`src/rtl/strict_decimal_int64_parser_assert.svh`:
```
// Assertion macros for the strict decimal int64 parser.
// Needs clk_i and rst_ni in the scope where a macro is used.
`ifndef STRICT_DECIMAL_INT64_PARSER_ASSERT_SVH
`define STRICT_DECIMAL_INT64_PARSER_ASSERT_SVH

// Check a property at every clock edge outside reset.
`define SDIP_ASSERT(lbl, prop, msg) \
  lbl: assert property (@(posedge clk_i) disable iff (!rst_ni) (prop)) else $error(msg);

// Check that a trigger is followed by a condition in the next cycle.
`define SDIP_ASSERT_NEXT(lbl, trig, cond, msg) \
  lbl: assert property (@(posedge clk_i) disable iff (!rst_ni) (trig) |=> (cond)) \
    else $error(msg);

`endif

```
`src/rtl/sdip_pkg.sv`:
```
// Shared types and constants for the strict decimal int64 parser.
// No dependencies; imported by sdip_step and strict_decimal_int64_parser.
package sdip_pkg;

  localparam int unsigned MagW = 64;

  // Parse phase codes
  localparam logic [2:0] PH_LEAD  = 3'd0;
  localparam logic [2:0] PH_SIGN  = 3'd1;
  localparam logic [2:0] PH_DIGIT = 3'd2;
  localparam logic [2:0] PH_TRAIL = 3'd3;
  localparam logic [2:0] PH_ERR   = 3'd4;

  // Result status codes
  localparam logic [1:0] ST_OK       = 2'd0;
  localparam logic [1:0] ST_EXPECTED = 2'd1;
  localparam logic [1:0] ST_OVERFLOW = 2'd2;

  // Magnitude saturates at 2^63
  localparam logic [MagW-1:0] MAG_LIMIT = {1'b1, {(MagW-1){1'b0}}};

  // Character codes
  localparam logic [7:0] CH_NUL   = 8'h00;
  localparam logic [7:0] CH_TAB   = 8'h09;
  localparam logic [7:0] CH_LF    = 8'h0A;
  localparam logic [7:0] CH_VT    = 8'h0B;
  localparam logic [7:0] CH_FF    = 8'h0C;
  localparam logic [7:0] CH_CR    = 8'h0D;
  localparam logic [7:0] CH_SPACE = 8'h20;
  localparam logic [7:0] CH_PLUS  = 8'h2B;
  localparam logic [7:0] CH_MINUS = 8'h2D;
  localparam logic [7:0] CH_ZERO  = 8'h30;
  localparam logic [7:0] CH_NINE  = 8'h39;

  typedef struct packed {
    logic [2:0]      phase;
    logic            negative;
    logic [MagW-1:0] magnitude;
    logic            range_exceeded;
    logic            nul_seen;
  } sdip_state_t;

  localparam sdip_state_t STATE_RESET = '{
    phase:          PH_LEAD,
    negative:       1'b0,
    magnitude:      '0,
    range_exceeded: 1'b0,
    nul_seen:       1'b0
  };

  typedef struct packed {
    logic [MagW-1:0] value;
    logic [1:0]      status;
  } sdip_result_t;

  function automatic logic is_ws(input logic [7:0] c);
    return (c == CH_SPACE) || (c == CH_TAB) || (c == CH_LF) ||
           (c == CH_CR) || (c == CH_FF) || (c == CH_VT);
  endfunction

endpackage

```
`src/rtl/sdip_step.sv`:
```
// Next-state and result logic of the parser for one byte.
// Depends on sdip_pkg.
module sdip_step (
  input  sdip_pkg::sdip_state_t  state_i,
  input  logic [7:0]             text_byte_i,
  input  logic                   empty_text_i,
  output sdip_pkg::sdip_state_t  state_o,
  output sdip_pkg::sdip_result_t result_o
);
  import sdip_pkg::*;

  logic [MagW+3:0] mag_ext;
  logic [MagW+3:0] mag_next;
  logic            is_digit;
  logic            ws;

  assign mag_ext  = {4'b0000, state_i.magnitude};
  // magnitude * 10 + digit, with spare bits so the bound test is exact
  assign mag_next = (mag_ext << 3) + (mag_ext << 1) + {{MagW{1'b0}}, text_byte_i[3:0]};
  assign is_digit = (text_byte_i >= CH_ZERO) && (text_byte_i <= CH_NINE);
  assign ws       = is_ws(text_byte_i);

  always_comb begin
    sdip_state_t nxt;
    logic        take;
    nxt  = state_i;
    take = 1'b0;
    if (!empty_text_i) begin
      if (text_byte_i == CH_NUL) begin
        nxt.nul_seen = 1'b1;
      end
      case (state_i.phase)
        PH_LEAD: begin
          if (ws) begin
            nxt.phase = PH_LEAD;
          end else if ((text_byte_i == CH_PLUS) || (text_byte_i == CH_MINUS)) begin
            nxt.negative = (text_byte_i == CH_MINUS);
            nxt.phase    = PH_SIGN;
          end else if (is_digit) begin
            take      = 1'b1;
            nxt.phase = PH_DIGIT;
          end else begin
            nxt.phase = PH_ERR;
          end
        end
        PH_SIGN: begin
          if (is_digit) begin
            take      = 1'b1;
            nxt.phase = PH_DIGIT;
          end else begin
            nxt.phase = PH_ERR;
          end
        end
        PH_DIGIT: begin
          if (is_digit) begin
            take = 1'b1;
          end else if (ws) begin
            nxt.phase = PH_TRAIL;
          end else begin
            nxt.phase = PH_ERR;
          end
        end
        PH_TRAIL: begin
          if (!ws) begin
            nxt.phase = PH_ERR;
          end
        end
        default: begin
          nxt.phase = PH_ERR;
        end
      endcase
      // Saturate once the run leaves range; later digits are dropped
      if (take && !state_i.range_exceeded) begin
        if (mag_next > {4'b0000, MAG_LIMIT}) begin
          nxt.range_exceeded = 1'b1;
          nxt.magnitude      = MAG_LIMIT;
        end else begin
          nxt.magnitude = mag_next[MagW-1:0];
        end
      end
    end
    state_o = nxt;
  end

  always_comb begin
    result_o.value  = '0;
    result_o.status = ST_EXPECTED;
    if (state_o.nul_seen) begin
      result_o.status = ST_EXPECTED;
    end else if (state_o.range_exceeded ||
                 (!state_o.negative && (state_o.magnitude == MAG_LIMIT))) begin
      result_o.status = ST_OVERFLOW;
    end else if ((state_o.phase == PH_DIGIT) || (state_o.phase == PH_TRAIL)) begin
      result_o.status = ST_OK;
      result_o.value  = state_o.negative ? ({MagW{1'b0}} - state_o.magnitude)
                                         : state_o.magnitude;
    end
  end

endmodule

```
`src/rtl/strict_decimal_int64_parser.sv`:
```
// Top level of the strict decimal int64 parser: input register, parse state, result register.
// Depends on sdip_pkg, sdip_step and strict_decimal_int64_parser_assert.svh.
//
//   channel  | dir | tdata                         | side band
//   ---------+-----+-------------------------------+------------------------------
//   s_axis   | in  | [7:0] text_byte               | tlast last_byte, tuser empty_text
//   m_axis   | out | [63:0] value, [65:64] status  | none (one item per string)
//
// One byte item per cycle unless a string end waits on a busy result register; a result
// item passes the input register, then the result register, after its string's last byte.
// The parse state loop (multiply by ten, add, bound compare) is combinational.
// Reset clears the parse state and both valid flags; the parser then waits for the
// first byte of a string.
// A stalled result register holds only items that end a string: bytes in the middle of
// a string keep flowing, and the input register stalls on a string end meanwhile.
module strict_decimal_int64_parser (
  input  logic        clk_i,
  input  logic        rst_ni,
  input  logic        s_axis_tvalid_i,
  output logic        s_axis_tready_o,
  input  logic [7:0]  s_axis_tdata_i,   // [7:0] text_byte
  input  logic        s_axis_tlast_i,   // last_byte
  input  logic        s_axis_tuser_i,   // empty_text
  output logic        m_axis_tvalid_o,
  input  logic        m_axis_tready_i,
  output logic [71:0] m_axis_tdata_o    // [63:0] value, [65:64] status, [71:66] zero
);
  import sdip_pkg::*;

  // Input register
  logic        in_valid_q, in_valid_d;
  logic [7:0]  in_byte_q;
  logic        in_last_q;
  logic        in_empty_q;

  // Parse state
  sdip_state_t state_q, state_d;
  sdip_state_t state_step;

  // Result register
  logic         out_valid_q, out_valid_d;
  sdip_result_t out_q, out_d;
  sdip_result_t result_step;

  logic ends;
  logic out_free;
  logic consume;
  logic accept;

  assign ends     = in_last_q || in_empty_q;
  assign out_free = !out_valid_q || m_axis_tready_i;
  // Advance the held byte unless it ends a string and the result slot is busy
  assign consume  = in_valid_q && (!ends || out_free);
  assign s_axis_tready_o = !in_valid_q || consume;
  assign accept   = s_axis_tvalid_i && s_axis_tready_o;

  sdip_step u_step (
    .state_i      (state_q),
    .text_byte_i  (in_byte_q),
    .empty_text_i (in_empty_q),
    .state_o      (state_step),
    .result_o     (result_step)
  );

  always_comb begin
    in_valid_d = in_valid_q;
    if (accept) begin
      in_valid_d = 1'b1;
    end else if (consume) begin
      in_valid_d = 1'b0;
    end
  end

  always_comb begin
    state_d = state_q;
    if (consume) begin
      // Return to the start state once a string ends
      state_d = ends ? STATE_RESET : state_step;
    end
  end

  always_comb begin
    out_valid_d = out_valid_q;
    out_d       = out_q;
    if (consume && ends) begin
      out_valid_d = 1'b1;
      out_d       = result_step;
    end else if (m_axis_tready_i) begin
      out_valid_d = 1'b0;
    end
  end

  always_ff @(posedge clk_i or negedge rst_ni) begin
    if (!rst_ni) begin
      in_valid_q  <= 1'b0;
      out_valid_q <= 1'b0;
      state_q     <= STATE_RESET;
    end else begin
      in_valid_q  <= in_valid_d;
      out_valid_q <= out_valid_d;
      state_q     <= state_d;
    end
  end

  // Payload registers, no reset
  always_ff @(posedge clk_i) begin
    if (accept) begin
      in_byte_q  <= s_axis_tdata_i;
      in_last_q  <= s_axis_tlast_i;
      in_empty_q <= s_axis_tuser_i;
    end
    out_q <= out_d;
  end

  assign m_axis_tvalid_o = out_valid_q;
  assign m_axis_tdata_o  = {6'b000000, out_q.status, out_q.value};

  // Assertions
`include "strict_decimal_int64_parser_assert.svh"

  `SDIP_ASSERT(a_mag_bound, (state_q.magnitude <= MAG_LIMIT), "magnitude above 2^63")
  `SDIP_ASSERT(a_sat_mag, (!state_q.range_exceeded || (state_q.magnitude == MAG_LIMIT)), "overflow flag without saturated magnitude")
  `SDIP_ASSERT(a_value_ok, (!out_valid_q || (out_q.status == ST_OK) || (out_q.value == '0)), "nonzero value with error status")
  `SDIP_ASSERT_NEXT(a_reset_after_end, (consume && ends), ((state_q.phase == PH_LEAD) && (state_q.magnitude == '0) && m_axis_tvalid_o), "state not cleared after string end")

endmodule
```
`config.mk`:
```
export PLATFORM = sky130hd
export DESIGN_NAME = strict_decimal_int64_parser
export DESIGN_NICKNAME = d
export VERILOG_FILES = /design/src/rtl/sdip_pkg.sv /design/src/rtl/sdip_step.sv /design/src/rtl/strict_decimal_int64_parser.sv
export VERILOG_INCLUDE_DIRS = /design/src /design/src/rtl
export SDC_FILE = /design/constraint.sdc
export NUM_CORES = 1
export LEC_CHECK = 0
export ABC_AREA = 1
export BUFFER_PORTS_ARGS = -buffer_cell sky130_fd_sc_hd__buf_4
export CORE_ASPECT_RATIO = 0.9
export CORE_MARGIN = 10
export CORE_UTILIZATION = 45
export CTS_CLUSTER_SIZE = 24
export DETAILED_ROUTE_END_ITERATION = 8
export GPL_ROUTABILITY_DRIVEN = 0
export GPL_TIMING_DRIVEN = 0
export PLACE_DENSITY = 0.7
export SYNTH_ARGS = -nofsm -noshare
export SYNTH_HDL_FRONTEND = slang
export SYNTH_SLANG_ARGS = --single-unit
```
`constraint.sdc`:
```
create_clock -name clk_i -period 4.2 [get_ports clk_i]
set_clock_uncertainty 0.05 [all_clocks]
set_input_delay 0.63 -clock clk_i [delete_from_list [all_inputs] [get_ports clk_i]]
set_output_delay 0.63 -clock clk_i [all_outputs]
set_load 0.02 [all_outputs]
```
## Word-level counts from Yosys, hierarchy flattened

Index checks and enable logic that the tools add are counted.

- Bits in registers: 148
- Output and inout port bits: 74
- Word-level logic and storage cells: 90

- $add $sub $neg: 3
- $lt $le $gt $ge: 3
- Eq/ne operators: 14
- Muxes and demuxes: 28
- Bitwise gates (word level): 1
- Reductions and logical operators: 29

Operator list:

| operator | count |
|---|---|
| 2-to-1 mux 70 bit | 2 |
| 2-to-1 mux 64 bit | 2 |
| adder 67 x 65 -> 68 bit | 1 |
| adder 68 x 4 -> 68 bit | 1 |
| greater-than comparator 68 x 64 -> 1 bit, second input constant | 1 |
| 2-to-1 mux 65 bit | 1 |
| equality test 64 bit, second input constant | 1 |
| subtractor 1 x 64 -> 64 bit, first input constant | 1 |
| equality test 8 x 4 -> 1 bit, second input constant | 5 |
| equality test 8 x 6 -> 1 bit, second input constant | 3 |
| 2-to-1 mux 3 bit | 6 |
| 2-to-1 mux 1 bit | 14 |
| equality test 3 x 2 -> 1 bit, second input constant | 4 |
| logical OR 1 bit | 12 |
| one-hot mux 3 bit (4 select lines) | 1 |
| >= comparator 8 x 6 -> 1 bit, second input constant | 1 |
| <= comparator 8 x 6 -> 1 bit, second input constant | 1 |
| logical NOT 8 bit | 1 |
| logical AND 1 bit | 6 |
| logical NOT 1 bit | 5 |
| nonzero test 2 bit | 2 |
| equality test 3 x 1 -> 1 bit, second input constant | 1 |
| logical NOT 3 bit | 1 |
| OR reduction 3 bit | 1 |
| 4 further kinds | 4 |

## Longest topological paths before layout

Gate-level depths: netlist of the first run.

- Depth in word-level cells: 16
- Mapped depth: 37
- Depth with buffers taken out: 34

## Cells and area by module

From an unflattened synthesis of the first run, not the netlist that was laid out.

- Cells, all modules: 2,885
- Area total of the unflattened synthesis: 16,887.4 sq um

By module, submodules not included:

| module | times used | cells each | area an instance (sq um) | sequential area each (sq um) |
|---|---|---|---|---|
| sdip_step | 1 | 2,490 | 11,802.6 | 0.0 |
| strict_decimal_int64_parser | 1 | 395 | 5,084.9 | 4,083.9 |

## Worst setup path before layout of the first run

Ideal clock, no wire load.

- Path type: reg-to-reg
- From: register in_byte_q[3]
- To: register out_q (netlist bit m_axis_tdata_o[0]), data pin
- Setup time: 0.266 ns
- Arrival time: 4.316 ns
- Required time: 3.884 ns
- Slack: -0.432 ns
- Stages on the path, launching flop included: 31
- Period minus slack after synthesis: 4.632 ns
- Path through: edfxtp_1 -> inv_1 -> fa_1 -> fa_1 -> inv_1 -> nand3_1 -> nand2_2 -> nand2_2 -> nand2_2 -> nand2_1 -> nand2_2 -> nand2_2 -> nand2_2 -> nand4_1 -> nand2_1 -> nand2_1 -> nand3_2 -> nor2_4 -> nand4_2 -> nand2_2 -> buf_6 -> a21boi_1 -> ha_1 -> nand3_1 -> nor2_2 -> nand2_1 -> nor2_1 -> nand3_2 -> nand3_4 -> buf_6 -> nor2_1

- Longest elaborated chain between the ends: 16
- Elaborated cells between the ends (all ways): 52
- Classes of those cells: add/sub (2); order compare (3); eq/ne (11); mux (21); bitwise (1); reduce/logical (14)

RTL lines:

| what | line | text |
|---|---|---|
| start, declared | strict_decimal_int64_parser.sv:32 | `logic [7:0] in_byte_q;` |
| start signal, assigned | strict_decimal_int64_parser.sv:108 | `in_byte_q <= s_axis_tdata_i;` |
| parallel branches: the longest is 11 deep, another holds adder 68 x 4 -> 68 bit | n/a |  |
| 2-to-1 mux 70 bit (*) | sdip_step.sv:28 | `if (!empty_text_i) begin` |
| parallel branches: the longest is 4 deep, another holds subtractor 1 x 64 -> 64 bit | n/a |  |
| end signal, assigned | strict_decimal_int64_parser.sv:112 | `out_q <= out_d;` |
| end, declared | strict_decimal_int64_parser.sv:42 | `sdip_result_t out_q, out_d;` |

Mark *: on every way between the ends. The select of a mux whose other input is x is not followed.
A chain may end at the register's enable or synchronous reset.

## Worst setup path in the final report of the first run

- From: register in_byte_q[3]
- To: register out_q (netlist bit m_axis_tdata_o[52]), data pin

The elaborated chain is that of the path after synthesis.

==> results of run 1 <==
where the power goes:
group / internal [mW] / switching [mW]
logic: 0.258 / 0.549
clock network: 0.989 / 0.619
registers: 1.61 / 0.0302
cells in the final DEF, fill, tap and decap left out, types with 13 or more instances in the layout:
cell type,n
ha_1,93
inv_1,428
nand2_1,1057
nor3_1,13
buf_6,15
inv_2,25
a21oi_1,41
a21oi_4,26
nand3_1,122
edfxtp_1,76
nor2_2,75
nor2_4,31
dfrtp_2,13
dfrtp_1,59
a21oi_2,46
nor2_1,246
o21ai_0,83
ha_4,23
nand3_2,18
nand2_4,41
nand2_2,115
clkbuf_1,26
clkbuf_16,21
nand4_1,45
buf_4,167
nand3_4,15
nand3b_1,19
worst reg2reg max path, delay by kind of cell (launching register included):
family / cells / cell delay (ns)
AO/OA/AOI/OAI: 1 / 0.07
adder cells (fa/ha/maj): 2 / 0.94
buffers and inverters: 6 / 0.81
flip-flops: 1 / 0.40
AND/OR/NAND/NOR: 24 / 2.58
through the flow:
| stage | area, um^2 | hold slack [ns] | utilization | setup TNS (ns) | setup WS [ns] |
|---|---|---|---|---|---|
| CTS | 20600 | 0.298 | 0.555 | -40.11 | -0.656 |
| floorplan | 17000 | 0.284 | - | -0.266 | -0.0171 |
| global route | 21700 | 0.303 | 0.585 | -67.92 | -1.05 |
| finish | 21700 | 0.256 | 0.585 | -53.38 | -0.902 |
| detailed placement | 18200 | 0.466 | 0.491 | -98.03 | -1.35 |
| global placement | 18200 | 0.458 | 0.490 | -94.47 | -1.34 |
cell families (layout without fill, tap and decap cells):
group / after synthesis / after routing / synth area share
fa+ha+maj: 130 / 130 / 0.0972
xor+xnor: 9 / 9 / 0.00467
compound gates: 249 / 249 / 0.0915
other cells: 1 / 6 / 0.000222
flops: 148 / 148 / 0.242
simple gates: 1824 / 1825 / 0.443
buf+inv: 515 / 729 / 0.121
layer usage:
| layer | wire length (um) | up-vias | track usage |
|---|---|---|---|
| li1 | - | 9411 | - |
| met1 | 25600 | 9190 | 0.347 |
| met2 | 29300 | 1151 | 0.431 |
| met3 | 7240 | 237 | 0.0554 |
| met4 | 3000 | 0 | 0.108 |
| met5 | 0 | - | 0 |
final timing paths:
path / cells after the start / start / end
worst max-delay path: 33 / in_byte_q[3]$_DFFE_PP_ / m_axis_tdata_o[52]$_SDFFCE_PP0P_
worst min-delay path: 1 / rst_ni / state_q[65]$_DFFE_PN0P_
worst max register to register: 33 / in_byte_q[3]$_DFFE_PP_ / m_axis_tdata_o[52]$_SDFFCE_PP0P_
worst min register to register: 2 / state_q[0]$_DFFE_PN0P_ / state_q[0]$_DFFE_PN0P_
max in group asynchronous: 1 / rst_ni / state_q[8]$_DFFE_PN0P_
min in group clk_i: 1 / s_axis_tdata_i[1] / in_byte_q[1]$_DFFE_PP_
repair_timing:
item / CTS / global route
gates cloned: 6 / 4
gates resized for setup: 283 / 238
setup endpoints to repair: 123 / 115
setup buffers: 64 / 32
pin swaps: 32 / 65
layout make-up:
type,count,area share
multi-input cells,2219,0.583
flip-flops and latches,148,0.189
inverters,461,0.0801
repair buffers,183,0.0730
well taps,483,0.0278
clock buffers,18,0.0198
plain buffers,53,0.0189
clock inverters,14,0.00852
sequential cells by signal, summed over array words and instances (netlist names):
register / cells
in_byte_q: 8
in_empty_q: 1
in_last_q: 1
in_valid_q: 1
m_axis_tdata_o: 66
m_axis_tvalid_o: 1
state_q: 70
==> impl_results.md, run 1 <==
* Max_cap viols at 0
* CTS root buf: clkbuf_16
* First-pass GRT wire length at 97000 um
* Placed Cells at 3446
* CTS clk-pin slew, worst paths at 0.06 ns
* Site row count at 67
* Die X at 224 um
* Mapped Cells at 2876
* H-tree Lvls at 4
* Die ar. at 0.0457 mm^2
* Top cells by area, synth: nand2_1 27%, edfxtp_1 14%, dfrtp_1 11%
* Core box area at 0.0371 mm^2
* Final WL at 65100 um
* Post-synth EDFFs at 76
* 1st-iter DRT viols at 2756
* Outcome: finished with violations
* CTS sink cnt at 148
* DR WL/cell at 18.2 um
* Antenna-violating nets left at 0
* Crit-path slowest cell: fa_2
* Clock Latency Late Sink at 0.44 ns
* Hold Crit Class: primary input to asynchronous set/reset pin
* Cell type contributing the most total cell area after synthesis: nand2_1
* Top cell types by occurrence after synthesis: 1197 x nand2_1, 446 x inv_1, 330 x nor2_1
* Slew headroom at 0.216
* Total power at 4.05 mW
* Filler cells at 3369
* RSZ-0062 raised after global routing: yes
* Seq/Total Area, Yosys at 0.242
* Initial Util at 0.455
* Max-slew violation count at 0
* Synth-to-Final Area Change at 28.7%
* Register Area at 0.00410 mm^2
* Layout Cells excl Fill at 3579
* Final setup fails at 67
* Crit. End Element: register
* Area occupied by multi-input gates at 0.0127 mm^2
* Most frequent cell after synthesis: nand2_1
* Post-synthesis cell type count at 51
* Clk buf depth at 2
* Hpwl dp at 49800 um
* Flop2flop setup slack at -0.90 ns
* Primary FF master, synth: edfxtp_1
* Remaining DRCs at 0
* Total number of vias at 19989
* Fraction of layout cells with a size suffix above 1 at 0.234
* Critical path fanouts, max at 7
* TritonCTS clock tree: done
* Worst Setup Path Type: register to register
* Nets@finish at 3227
* CTS buffer count at 17
* Peak VDD IR at 0.292 mV
* Cell Pwr Density at 187 mW/mm^2
* Syn. warnings at 0
* Mapped Area at 0.0169 mm^2
* Final hold vios at 0
* Buf+Inv Stages, Crit Path at 6
* Die H at 204 um
* Final worst-path cycle share at 1.21
* Fmax achieved at 196 MHz
* I/O pin cnt at 88
* Pre-Repair DR Iteration Count at 6
* Failing checks: negative setup slack
* Antenna violations before repair at 0
* Overall Global Routing Usage at 0.269
* Slowest stage delay, CP at 0.48 ns
* Vias per cell at 5.59
* Number of port buffers at 81
* Worst path most repeated cell: nand2_4
* Critical path arrival at 5.24 ns
* Grt total ovfl at 0
* Vias in the first global route at 18311
* WP data required at 4.34 ns
* Setup ws final at -0.902 ns
* CTS Hold Buffers Added at 0
* Syn avg cell area at 5.87 um^2
* Top delay family on crit path: simple AND/OR/NAND/NOR gates
* Minimum clock period at 5.10 ns
* Antenna diodes at 0
* P_leak at 11.6 nW
* Area share of the largest cell type after synthesis at 0.266
* Startpoint types: register
* Ys async rst share at 0.486
* Tightest Pin Transition at 1.16 ns
* FF+latch count, synth at 148
* Largest net degree at the start of global routing at 73
(Power assumes the default switching activity.)
==> run 2: changes to the inputs <==
Settings changed: GPL_ROUTABILITY_DRIVEN 0 to 1, TNS_END_PERCENT set to 50.
==> impl_results.md, run 2 (synthesis gave the netlist of run 1 again) <==
* Outcome: finished with violations
* Failing checks: negative setup slack
* Max_cap viols at 0
* Synth-to-Final Area Change at 28.5%
* Worst flop-to-flop path endpoint: m_axis_tdata_o[15]$_SDFFCE_PP0P_
* Final worst-path cycle share at 1.20
* Metal3 WL at 6340 um
* First-pass GRT wire length at 98500 um
* Area of placed instances at 0.0182 mm^2
* Max reg flops at 70
* CTS buffer count at 17
* Clock Latency Late Sink at 0.45 ns
* H-tree Lvls at 4
* Worst Setup Path Type: register to register
* Setup ws final at -0.859 ns
* Peak VDD IR at 0.259 mV
* Remaining DRCs at 0
* Fmax achieved at 198 MHz
* CTS clk-pin slew, worst paths at 0.07 ns
* Die H at 204 um
* Flop2flop setup slack at -0.86 ns
* Critical Path End: m_axis_tdata_o[15]$_SDFFCE_PP0P_
* Initial Util at 0.455
* RSZ-0062 raised after global routing: yes
* CTS Hold Buffers Added at 0
* Gp weighted congestion at 1.02
* Largest net degree at the start of global routing at 73
* Place WS at -1.61 ns
* Final WL at 67400 um
* Minimum clock period at 5.06 ns
* DR WL met2 at 30600 um
* Hold Crit Class: primary input to asynchronous set/reset pin
* Overall Global Routing Usage at 0.278
* Antenna-violating nets left at 0
* Tightest Pin Transition at 1.26 ns
* Final design utilization at 0.584
* Worst path most repeated cell: nand2_2
* Metal-1 WL at 28200 um
* Setup total negative slack at -52.58 ns
* Max-slew violation count at 0
* I/O pin cnt at 88
* CTS root buf: clkbuf_16
* Vias per cell at 5.44
* Critical path fanouts, max at 5
* Die ar. at 0.0457 mm^2
* Post-route cell area at 0.0217 mm^2
* Reg2reg start: in_byte_q[3]$_DFFE_PP_
* Number of port buffers at 81
* CP startpoint: in_byte_q[3]$_DFFE_PP_
* Vias in the first global route at 17739
* Grt total ovfl at 0
* Most common cell after layout, fill and taps aside: nand2_1
* Antenna diodes at 0
* Min Hold Slack at 0.253 ns
* Site row count at 67
* Startpoint types: register
* Crit. End Element: register
* Final hold vios at 0
* Fraction of layout cells with a size suffix above 1 at 0.248
* Cell Pwr Density at 180 mW/mm^2
* Slowest stage delay, CP at 0.47 ns
* P_leak at 11.3 nW
* Filler cells at 3612
* TritonCTS clock tree: done
* Antenna violations before repair at 0
* 1st-iter DRT viols at 2242
* Most frequent cells in the layout: 1034 x nand2_1, 437 x inv_1, 236 x nor2_1
* DR WL/cell at 19.0 um
* Max Used Layer: met4
* Critical path arrival at 5.30 ns
* Slew headroom at 0.154
* CTS sink cnt at 148
* Total number of vias at 19266
* Most flop-heavy register: state_q
* Crit-path slowest cell: fa_2
* Pre-Repair DR Iteration Count at 6
* Clk buf depth at 2
* WP data required at 4.45 ns
* Hpwl dp at 53500 um
* Die X at 224 um
* Nets@finish at 3191
* Final setup fails at 69
* Core box area at 0.0371 mm^2
* Worst reg2reg path depth at 28
run 2: cell types whose count changed in the layout (fill, tap and decap cells not counted), moves of 7 or more:
cell     before   now
buf_4       167   140
nand2_2     115   140
nand2_1    1057  1034
ha_1         93    73
nor2_4       31    51
dfrtp_1      59    41
dfrtp_2      13    31
ha_2         12    27
a21oi_2      46    58
nor2_2       75    64
buf_6        15     5
nor2_1      246   236
inv_1       428   437
a21oi_1      41    34
run 2: how the worst min path moves through the flow:
| stage | startpoint | to |
|---|---|---|
| 3_5_place_dp | state_q[0]$_DFFE_PN0P_ | state_q[0]$_DFFE_PN0P_ |
| 3_3_place_gp | state_q[0]$_DFFE_PN0P_ | state_q[0]$_DFFE_PN0P_ |
| 4_1_cts | rst_ni | state_q[65]$_DFFE_PN0P_ |
| 6_report | rst_ni | state_q[65]$_DFFE_PN0P_ |
| 2_1_floorplan | rst_ni | in_valid_q$_DFFE_PN0P_ |
| 5_1_grt | s_axis_tdata_i[4] | in_byte_q[4]$_DFFE_PP_ |
run 2: area by class of cell:
class	count	area (um^2)	area share
Clock buffer	18	429	0.0198
Multi-Input combinational cell	2219	13000	0.598
Sequential cell	148	4120	0.190
Buffer	54	423	0.0195
Inverter	461	1730	0.0799
Timing Repair Buffer	146	1280	0.0591
Clock inverter	14	119	0.00548
Tap cell	483	604	0.0279
run 2: where the power goes:
| group | internal [mW] | total, mW | switching (mW) |
|---|---|---|---|
| Clock | 0.773 | 1.46 | 0.686 |
| Combinational | 0.255 | 0.807 | 0.553 |
| Sequential | 1.61 | 1.64 | 0.0303 |
| Total | 2.64 | 3.90 | 1.27 |
run 2: critical path: cells and delay by family, from the launching register on:
family	cells	cell delay, ns
buffers and inverters	6	1.08
flip-flops	1	0.42
AO/OA/AOI/OAI	2	0.37
AND/OR/NAND/NOR	18	2.11
adder cells (fa/ha/maj)	2	0.86
run 2: timing repair:
| action | 4_1_cts | 5_1_grt |
|---|---|---|
| pin swaps | 16 | 81 |
| gates resized for setup | 199 | 395 |
| gates cloned | 2 | 7 |
| buffers inserted | 24 | 32 |
| endpoints found under the setup margin | 129 | 119 |
run 2: per-layer routing:
layer  vias to the layer above  global-route usage
li1                       9339                   -
met1                      8931               0.357
met2                       860               0.451
met3                       136              0.0629
met4                         0              0.0937
met5                         -                   0
run 2: per-stage QoR:
stage	total power, mW	instances
floorplan	2.04	2881
global placement	2.31	3445
detailed placement	2.31	3446
CTS	3.81	3504
global route	4.02	3543
finish	3.90	3543
